===== config.mk =====
export PLATFORM = sky130hd
export DESIGN_NAME = delay_tagged_midi_stream_parser
export DESIGN_NICKNAME = d
export VERILOG_FILES = /design/src/hw/rtl/dtmsp_pkg.sv /design/src/hw/rtl/delay_tagged_midi_stream_parser.sv
export VERILOG_INCLUDE_DIRS = /design/src /design/src/hw/rtl
export SDC_FILE = /design/constraint.sdc
export NUM_CORES = 1
export LEC_CHECK = 0
export BUFFER_PORTS_ARGS = -buffer_cell sky130_fd_sc_hd__clkbuf_2
export CAP_MARGIN = 25
export CORE_ASPECT_RATIO = 1.4
export CORE_UTILIZATION = 35
export DETAILED_ROUTE_END_ITERATION = 6
export GPL_TIMING_DRIVEN = 0
export PLACE_DENSITY = 0.62
export SYNTH_ARGS = -nofsm -noshare
export SYNTH_HDL_FRONTEND = slang
export SYNTH_SLANG_ARGS = --single-unit

===== constraint.sdc =====
create_clock -name clk -period 2.5 [get_ports clk]
set_input_delay 0.125 -clock clk [delete_from_list [all_inputs] [get_ports clk]]
set_output_delay 0.125 -clock clk [all_outputs]
set_load 0.005 [all_outputs]

===== src/hw/rtl/delay_tagged_midi_stream_parser_defines.svh =====
// Assertion macros shared by the parser RTL.
`ifndef DELAY_TAGGED_MIDI_STREAM_PARSER_DEFINES_SVH
`define DELAY_TAGGED_MIDI_STREAM_PARSER_DEFINES_SVH

// A condition that must hold at every clock edge out of reset.
`define DTMSP_ASSERT_HOLDS(label, cond, msg) \
  label: assert property (@(posedge clk) disable iff (!rst_n) (cond)) else $error(msg);

// A condition in this cycle that implies another in the next cycle.
`define DTMSP_ASSERT_NEXT(label, ante, cons, msg) \
  label: assert property (@(posedge clk) disable iff (!rst_n) (ante) |=> (cons)) \
    else $error(msg);

`endif


===== src/hw/rtl/dtmsp_pkg.sv =====
package dtmsp_pkg;

  // Result kinds carried on out_tuser.
  typedef enum logic [1:0] {
    KIND_SHORT = 2'd0,
    KIND_SYNC  = 2'd1,
    KIND_END   = 2'd2
  } event_kind_t;

  // Byte codes of the event stream.
  localparam logic [7:0] DELAY_END_CODE  = 8'hFF;
  localparam logic [7:0] DELAY_SYNC_CODE = 8'hF8;
  localparam logic [7:0] CMD_END_CODE    = 8'hFC;
  localparam logic [3:0] SYSTEM_NIBBLE   = 4'hF;
  localparam logic [2:0] ONE_DATA_TOP    = 3'b110;

  // Channel messages in the 0xC0-0xDF range carry a single data byte.
  function automatic logic needs_second(input logic [7:0] status);
    needs_second = (status[7:5] != ONE_DATA_TOP);
  endfunction

endpackage


===== src/hw/rtl/delay_tagged_midi_stream_parser.sv =====
// Parses a delay-tagged MIDI event stream at one byte per clock cycle. Each
// accepted input item is one stream byte (in_tdata) with a song-start flag
// (in_tuser) that clears the parser before that byte is taken. A byte is held
// in the input register and is parsed from there into the result register. A
// new byte is taken every cycle as long as the result side keeps up; a stalled
// result holds the input register, which then stalls the input side. A byte
// yields zero or one result: a short message (kind 0) with its delay and
// status | d1<<8 | d2<<16, a sync event (kind 1) with its delay, or end of
// stream (kind 2) with zero fields. After end of stream, bytes are absorbed
// with no result until a byte arrives with the song-start flag set.
module delay_tagged_midi_stream_parser (
  input  logic        clk,
  input  logic        rst_n,
  input  logic        in_tvalid,
  output logic        in_tready,
  input  logic [7:0]  in_tdata,   // [7:0] stream_byte
  input  logic [0:0]  in_tuser,   // [0] song_start
  output logic        out_tvalid,
  input  logic        out_tready,
  output logic [31:0] out_tdata,  // [7:0] event_delay, [31:8] short_message
  output logic [1:0]  out_tuser   // [1:0] event_kind
);
  import dtmsp_pkg::*;

  `include "delay_tagged_midi_stream_parser_defines.svh"

  typedef enum logic [2:0] {
    PH_DELAY = 3'd0,
    PH_CMD   = 3'd1,
    PH_DATA1 = 3'd2,
    PH_DATA2 = 3'd3,
    PH_ENDED = 3'd4
  } phase_t;

  // Input register.
  logic        in_valid_r;
  logic [7:0]  in_byte_r;
  logic        in_start_r;

  // Parser state.
  phase_t      phase_r, phase_nxt;
  logic [7:0]  status_r, status_nxt;
  logic [7:0]  delay_r, delay_nxt;
  logic [15:0] partial_r, partial_nxt;

  // Result register.
  logic        out_valid_r;
  logic [7:0]  out_delay_r;
  logic [23:0] out_msg_r;
  event_kind_t out_kind_r;

  // Combinational result of the byte in the input register.
  logic        emit;
  event_kind_t kind_nxt;
  logic [7:0]  ev_delay_nxt;
  logic [23:0] msg_nxt;

  // Effective state after an optional song start.
  phase_t      cur_phase;
  logic [7:0]  cur_status;
  logic [7:0]  cur_delay;
  logic [15:0] cur_partial;

  logic        advance;

  // The parsed byte moves on when the result slot is free or being emptied.
  assign advance   = in_valid_r && (!out_valid_r || out_tready);
  assign in_tready = !in_valid_r || advance;

  // Parse one byte.
  always_comb begin
    cur_phase   = in_start_r ? PH_DELAY : phase_r;
    cur_status  = in_start_r ? 8'h00 : status_r;
    cur_delay   = in_start_r ? 8'h00 : delay_r;
    cur_partial = in_start_r ? 16'h0000 : partial_r;

    phase_nxt    = cur_phase;
    status_nxt   = cur_status;
    delay_nxt    = cur_delay;
    partial_nxt  = cur_partial;
    emit         = 1'b0;
    kind_nxt     = KIND_SHORT;
    ev_delay_nxt = 8'h00;
    msg_nxt      = 24'h000000;

    case (cur_phase)
      PH_DELAY: begin
        if (in_byte_r == DELAY_END_CODE) begin
          phase_nxt = PH_ENDED;
          emit      = 1'b1;
          kind_nxt  = KIND_END;
        end else if (in_byte_r == DELAY_SYNC_CODE) begin
          emit         = 1'b1;
          kind_nxt     = KIND_SYNC;
          ev_delay_nxt = in_byte_r;
        end else begin
          delay_nxt = in_byte_r;
          phase_nxt = PH_CMD;
        end
      end
      PH_CMD: begin
        if (in_byte_r == CMD_END_CODE) begin
          phase_nxt = PH_ENDED;
          emit      = 1'b1;
          kind_nxt  = KIND_END;
        end else if (in_byte_r[7:4] == SYSTEM_NIBBLE) begin
          phase_nxt    = PH_DELAY;
          emit         = 1'b1;
          kind_nxt     = KIND_SYNC;
          ev_delay_nxt = cur_delay;
        end else if (in_byte_r[7]) begin
          // New status byte: becomes the running status.
          status_nxt  = in_byte_r;
          partial_nxt = {8'h00, in_byte_r};
          phase_nxt   = PH_DATA1;
        end else if (cur_status == 8'h00) begin
          // Data byte with no running status is dropped.
          phase_nxt = PH_DELAY;
        end else begin
          partial_nxt = {in_byte_r, cur_status};
          if (needs_second(cur_status)) begin
            phase_nxt = PH_DATA2;
          end else begin
            phase_nxt    = PH_DELAY;
            emit         = 1'b1;
            ev_delay_nxt = cur_delay;
            msg_nxt      = {8'h00, in_byte_r, cur_status};
          end
        end
      end
      PH_DATA1: begin
        partial_nxt = {in_byte_r, cur_partial[7:0]};
        if (needs_second(cur_partial[7:0])) begin
          phase_nxt = PH_DATA2;
        end else begin
          phase_nxt    = PH_DELAY;
          emit         = 1'b1;
          ev_delay_nxt = cur_delay;
          msg_nxt      = {8'h00, in_byte_r, cur_partial[7:0]};
        end
      end
      PH_DATA2: begin
        phase_nxt    = PH_DELAY;
        emit         = 1'b1;
        ev_delay_nxt = cur_delay;
        msg_nxt      = {in_byte_r, cur_partial};
      end
      default: begin
        // End of stream: bytes are absorbed until a song start.
        phase_nxt = PH_ENDED;
      end
    endcase
  end

  // Input register, parser state and result register.
  always_ff @(posedge clk) begin
    if (!rst_n) begin
      in_valid_r  <= 1'b0;
      out_valid_r <= 1'b0;
      phase_r     <= PH_DELAY;
      status_r    <= 8'h00;
      delay_r     <= 8'h00;
      partial_r   <= 16'h0000;
    end else begin
      if (in_tready) begin
        in_valid_r <= in_tvalid;
      end
      if (advance) begin
        phase_r     <= phase_nxt;
        status_r    <= status_nxt;
        delay_r     <= delay_nxt;
        partial_r   <= partial_nxt;
        out_valid_r <= emit;
      end else if (out_tready) begin
        out_valid_r <= 1'b0;
      end
    end
  end

  // Payload registers need no reset.
  always_ff @(posedge clk) begin
    if (in_tready && in_tvalid) begin
      in_byte_r  <= in_tdata;
      in_start_r <= in_tuser[0];
    end
    if (advance && emit) begin
      out_kind_r  <= kind_nxt;
      out_delay_r <= ev_delay_nxt;
      out_msg_r   <= msg_nxt;
    end
  end

  assign out_tvalid = out_valid_r;
  assign out_tdata  = {out_msg_r, out_delay_r};
  assign out_tuser  = out_kind_r;

  // Assertions.
  `DTMSP_ASSERT_NEXT(a_ended_sticks, advance && !in_start_r && phase_r == PH_ENDED, phase_r == PH_ENDED, "parser left end of stream without a song start")
  `DTMSP_ASSERT_HOLDS(a_end_zero, !(out_valid_r && out_kind_r == KIND_END) || out_tdata == 32'h0, "end result carries nonzero fields")
  `DTMSP_ASSERT_HOLDS(a_sync_no_msg, !(out_valid_r && out_kind_r == KIND_SYNC) || out_msg_r == 24'h0, "sync result carries a message")
  `DTMSP_ASSERT_HOLDS(a_data_has_status, !(phase_r == PH_DATA1 || phase_r == PH_DATA2) || partial_r[7], "data phase without a status byte")

endmodule


==> run summary <==
* maximum level of the CTS H-tree: 3
* first-pass GRT wire length: 18900 um
* placed cell count: 564
* Post-Syn Area: 0.00406 mm^2
* Post-synth EDFFs: 43
* DIE WIDTH: 93.0 um
* mean instance size in the synthesized netlist: 10.9 um^2
* clock latency on the worst-skew pair: 0.34 ns
* launch point of the worst path: in_start_r$_DFFE_PP_
* nets: 457
* number of placement rows: 46
* number of vias per cell after detailed routing: 6.05
* root buf cell: sky130_fd_sc_hd__clkbuf_16
* share of the clock period used by the worst path after layout: 92.3%
* Starting Density: 35.8%
* unrepaired setup endpoints after global routing: no
* Pleak: 0.00165 uW
* setup slack after layout: 0.191 ns
* final slew viol count: 0
* Worst VDD drop: 0.000335 V
* Warnings, synthesis: 0
* highest achievable clock rate: 433 MHz
* CTS tree: yes
* RR Startpoint: in_start_r$_DFFE_PP_
* slew at the pin with the worst max-slew slack: 0.841 ns
* antenna violations before repair: 0
* detailed-router iteration count before antenna repair: 5
* Min-Delay Path Depth: 3
* Hold Path Origin: in_tvalid
* core area: 0.0113 mm^2
* path depth of the worst reg2reg path: 6
* worst-case clock buffer depth: 2
* Area growth syn-to-layout: 21.4%
* Critical Path AT: 2.33 ns
* IO Count: 49
* full die area: 0.0120 mm^2
* shortest period the worst path allows: 2.31 ns
* maximum number of pins on one net before global-route repair: 18
* antenna violation net count after detailed routing: 0
* type of the most critical hold path: input port to flip-flop
* routability congestion estimate: 0.913
* power density normalized to cell area: 626 mW/mm^2
* placed wire-length estimate: 8390 um
* number of distinct library cells after synthesis: 76
* wire length reported by the detailed router: 12200 um
* Cell Count, Final, Fillers Out: 593
* clk slew on worst S/H paths: 0.06 ns
* r2r endpoint: out_msg_r[3]$_DFFE_PP_
* Sink Count: 80
* post-synthesis net count: 386
* sequential share of the synthesized area: 50.1%
* kind of end point of the critical path: flip-flop
* result of the run: completed
* layout cell share with drive strength beyond 1: 22.3%
* Worst EP required: 2.52 ns
* minimum setup slack among reg-to-reg paths: 0.19 ns
* max-cap viol count: 0
* share of flip-flops with an asynchronous set or reset after synthesis: 0%
* routed vias: 3589
* destination of the worst hold path: in_valid_r$_SDFFE_PN0N_
* Die Y-Extent: 129 um
* number of instances in the synthesized netlist: 373
* n_diodes: 0
* Hold Fails Final Rpt: 0
* via count of the first global-routing pass: 3420
* post-layout utilization of the core: 43.4%
* number of failing setup endpoints in the final timing report: 0
* DRC Markers: 0
* crit path kind: flip-flop to flip-flop
* residual overflow from global routing: 0
* Total Routing Usage GR: 20.9%
* quantity of I/O buffers inserted on ports: 47
* worst slew margin relative to its limit: 44.0%
* number of synthesized register bits: 80
* final instance area: 0.00493 mm^2
* per-cell routed wire length: 20.6 um
* number of buffers added by the clock tree synthesis step: 9
* first-iteration detailed-routing DRC count: 269
* Setup TNS: 0 ns
* critical path peak fanout: 17
* pre-CTS worst setup slack: -0.411 ns
* Worst setup SP type: flip-flop
* Post-Place Cell Area: 0.00448 mm^2
* Max Clock Skew: 0.00550 ns
* Post-synth top flop: sky130_fd_sc_hd__edfxtp_1
[layer usage]
layer	vias up	wire length, um	GRT usage, %
met5	-	0	0
met4	0	584	11.2
met3	44	812	4.99
met2	184	5950	34.6
met1	1731	4870	25.1
li1	1630	-	-
[worst max-delay path, cell delays in order (launching register included)]
cell and delay (ns):
sky130_fd_sc_hd__edfxtp_1 0.38, sky130_fd_sc_hd__buf_6 0.16, sky130_fd_sc_hd__or4b_4 0.48, sky130_fd_sc_hd__buf_6 0.17, sky130_fd_sc_hd__buf_6 0.16, sky130_fd_sc_hd__a21oi_1 0.26, sky130_fd_sc_hd__o31a_4 0.38
[sequential cells by signal (all words and copies together), names as in the netlist]
register and cells:
out_tuser 2, out_delay_r 8, delay_r 8, status_r 8
out_tvalid 1, out_msg_r 24, partial_r 16, in_start_r 1
phase_r 3, in_valid_r 1, in_byte_r 8
[cell families after synthesis]
logic type	Yosys count	share of synthesized area [%]
simple gates	117	18.9
flops	80	50.1
mux	4	0.986
buf+inv	46	5.24
compound gates	125	24.6
xor+xnor	1	0.216
[cell usage in the layout, fill, tap and decap left out, types with 3 or more instances in the layout]
cell,Yosys,routed
sky130_fd_sc_hd__nand3_1,6,6
sky130_fd_sc_hd__and3_1,3,3
sky130_fd_sc_hd__nand2b_1,7,7
sky130_fd_sc_hd__a21oi_1,13,13
sky130_fd_sc_hd__a22o_1,15,15
sky130_fd_sc_hd__clkbuf_16,0,9
sky130_fd_sc_hd__nand4_1,5,5
sky130_fd_sc_hd__nor3_1,11,11
sky130_fd_sc_hd__buf_2,10,10
sky130_fd_sc_hd__clkinv_1,2,3
sky130_fd_sc_hd__inv_1,8,8
sky130_fd_sc_hd__clkbuf_2,1,48
sky130_fd_sc_hd__mux2i_1,4,4
sky130_fd_sc_hd__o21ai_0,10,10
sky130_fd_sc_hd__clkbuf_1,19,20
sky130_fd_sc_hd__nand2_1,16,16
sky130_fd_sc_hd__buf_6,3,3
sky130_fd_sc_hd__dlygate4sd3_1,0,9
sky130_fd_sc_hd__nor2_1,13,13
sky130_fd_sc_hd__nor2b_1,15,15
sky130_fd_sc_hd__o22ai_1,8,8
sky130_fd_sc_hd__o32ai_1,4,4
sky130_fd_sc_hd__o31ai_1,6,6
sky130_fd_sc_hd__and2_1,10,10
sky130_fd_sc_hd__a32o_1,10,10
sky130_fd_sc_hd__o211ai_1,6,6
sky130_fd_sc_hd__edfxtp_1,43,43
sky130_fd_sc_hd__a221oi_1,6,6
sky130_fd_sc_hd__dfxtp_1,37,37
sky130_fd_sc_hd__and4_1,6,6
sky130_fd_sc_hd__buf_4,1,4
sky130_fd_sc_hd__a31oi_1,6,6
sky130_fd_sc_hd__a211oi_1,3,3
sky130_fd_sc_hd__o41ai_1,4,4
[what timing repair did]
item,4_1_cts,5_1_grt
pin swaps,0,1
setup buffers,0,3
endpoints found under the setup margin,34,34
resized for setup,2,0
hold endpoints to repair,9,0
gates cloned,1,0
hold buffers,9,0
[worst max path at each step]
stage | to | slack (ns) | cells past startpoint
after detailed placement | out_msg_r[23]$_DFFE_PP_ | -0.41 | 5
after global placement | out_msg_r[23]$_DFFE_PP_ | -0.36 | 5
after floorplan | out_delay_r[0]$_DFFE_PP_ | 0.10 | 5
after global routing | out_msg_r[3]$_DFFE_PP_ | 0.08 | 6
after CTS | out_msg_r[3]$_DFFE_PP_ | 0.05 | 5
final | out_msg_r[3]$_DFFE_PP_ | 0.19 | 6
[where the power goes]
group	switching, uW	internal (uW)	total [uW]
Sequential	13.9	1400	1420
Combinational	193	87.1	280
Clock	520	869	1390
[area by class of cell]
| cell class | count | area [um^2] |
|---|---|---|
| Buffer | 36 | 175 |
| Clock buffer | 10 | 229 |
| Clock inverter | 6 | 83.8 |
| Fill cell | 1071 | 6410 |
| Inverter | 10 | 37.5 |
| Multi-Input combinational cell | 248 | 1840 |
| Sequential cell | 80 | 2030 |
| Tap cell | 144 | 180 |
| Timing Repair Buffer | 59 | 348 |
[per-stage QoR]
step	power, uW	hold WS (ns)
after CTS	3090	0.0279
after global routing	3190	0.0473
final	3080	0.0166
after detailed placement	1700	0.304
after global placement	1700	0.303
after floorplan	1610	0.224
[synth_stat cells, types with 4 or more instances]
cell	instances	area, um^2
sky130_fd_sc_hd__a22o_1	15	131
sky130_fd_sc_hd__a221oi_1	6	52.6
sky130_fd_sc_hd__and4_1	6	52.6
sky130_fd_sc_hd__a31oi_1	6	37.5
sky130_fd_sc_hd__a21oi_1	13	65.1
sky130_fd_sc_hd__nand2_1	16	60.1
sky130_fd_sc_hd__nand3_1	6	30.0
sky130_fd_sc_hd__o21ai_0	10	50.1
sky130_fd_sc_hd__o32ai_1	4	35.0
sky130_fd_sc_hd__o211ai_1	6	45.0
sky130_fd_sc_hd__mux2i_1	4	40.0
sky130_fd_sc_hd__clkbuf_1	19	71.3
sky130_fd_sc_hd__o41ai_1	4	35.0
sky130_fd_sc_hd__buf_2	10	50.1
sky130_fd_sc_hd__nand2b_1	7	43.8
sky130_fd_sc_hd__and2_1	10	62.6
sky130_fd_sc_hd__o22ai_1	8	50.1
sky130_fd_sc_hd__o31ai_1	6	45.0
sky130_fd_sc_hd__nor2b_1	15	93.8
sky130_fd_sc_hd__nand4_1	5	31.3
sky130_fd_sc_hd__a32o_1	10	100
sky130_fd_sc_hd__dfxtp_1	37	741
sky130_fd_sc_hd__edfxtp_1	43	1290
sky130_fd_sc_hd__nor2_1	13	48.8
sky130_fd_sc_hd__inv_1	8	30.0
sky130_fd_sc_hd__nor3_1	11	55.1
Power figures use the tool's default switching activity.
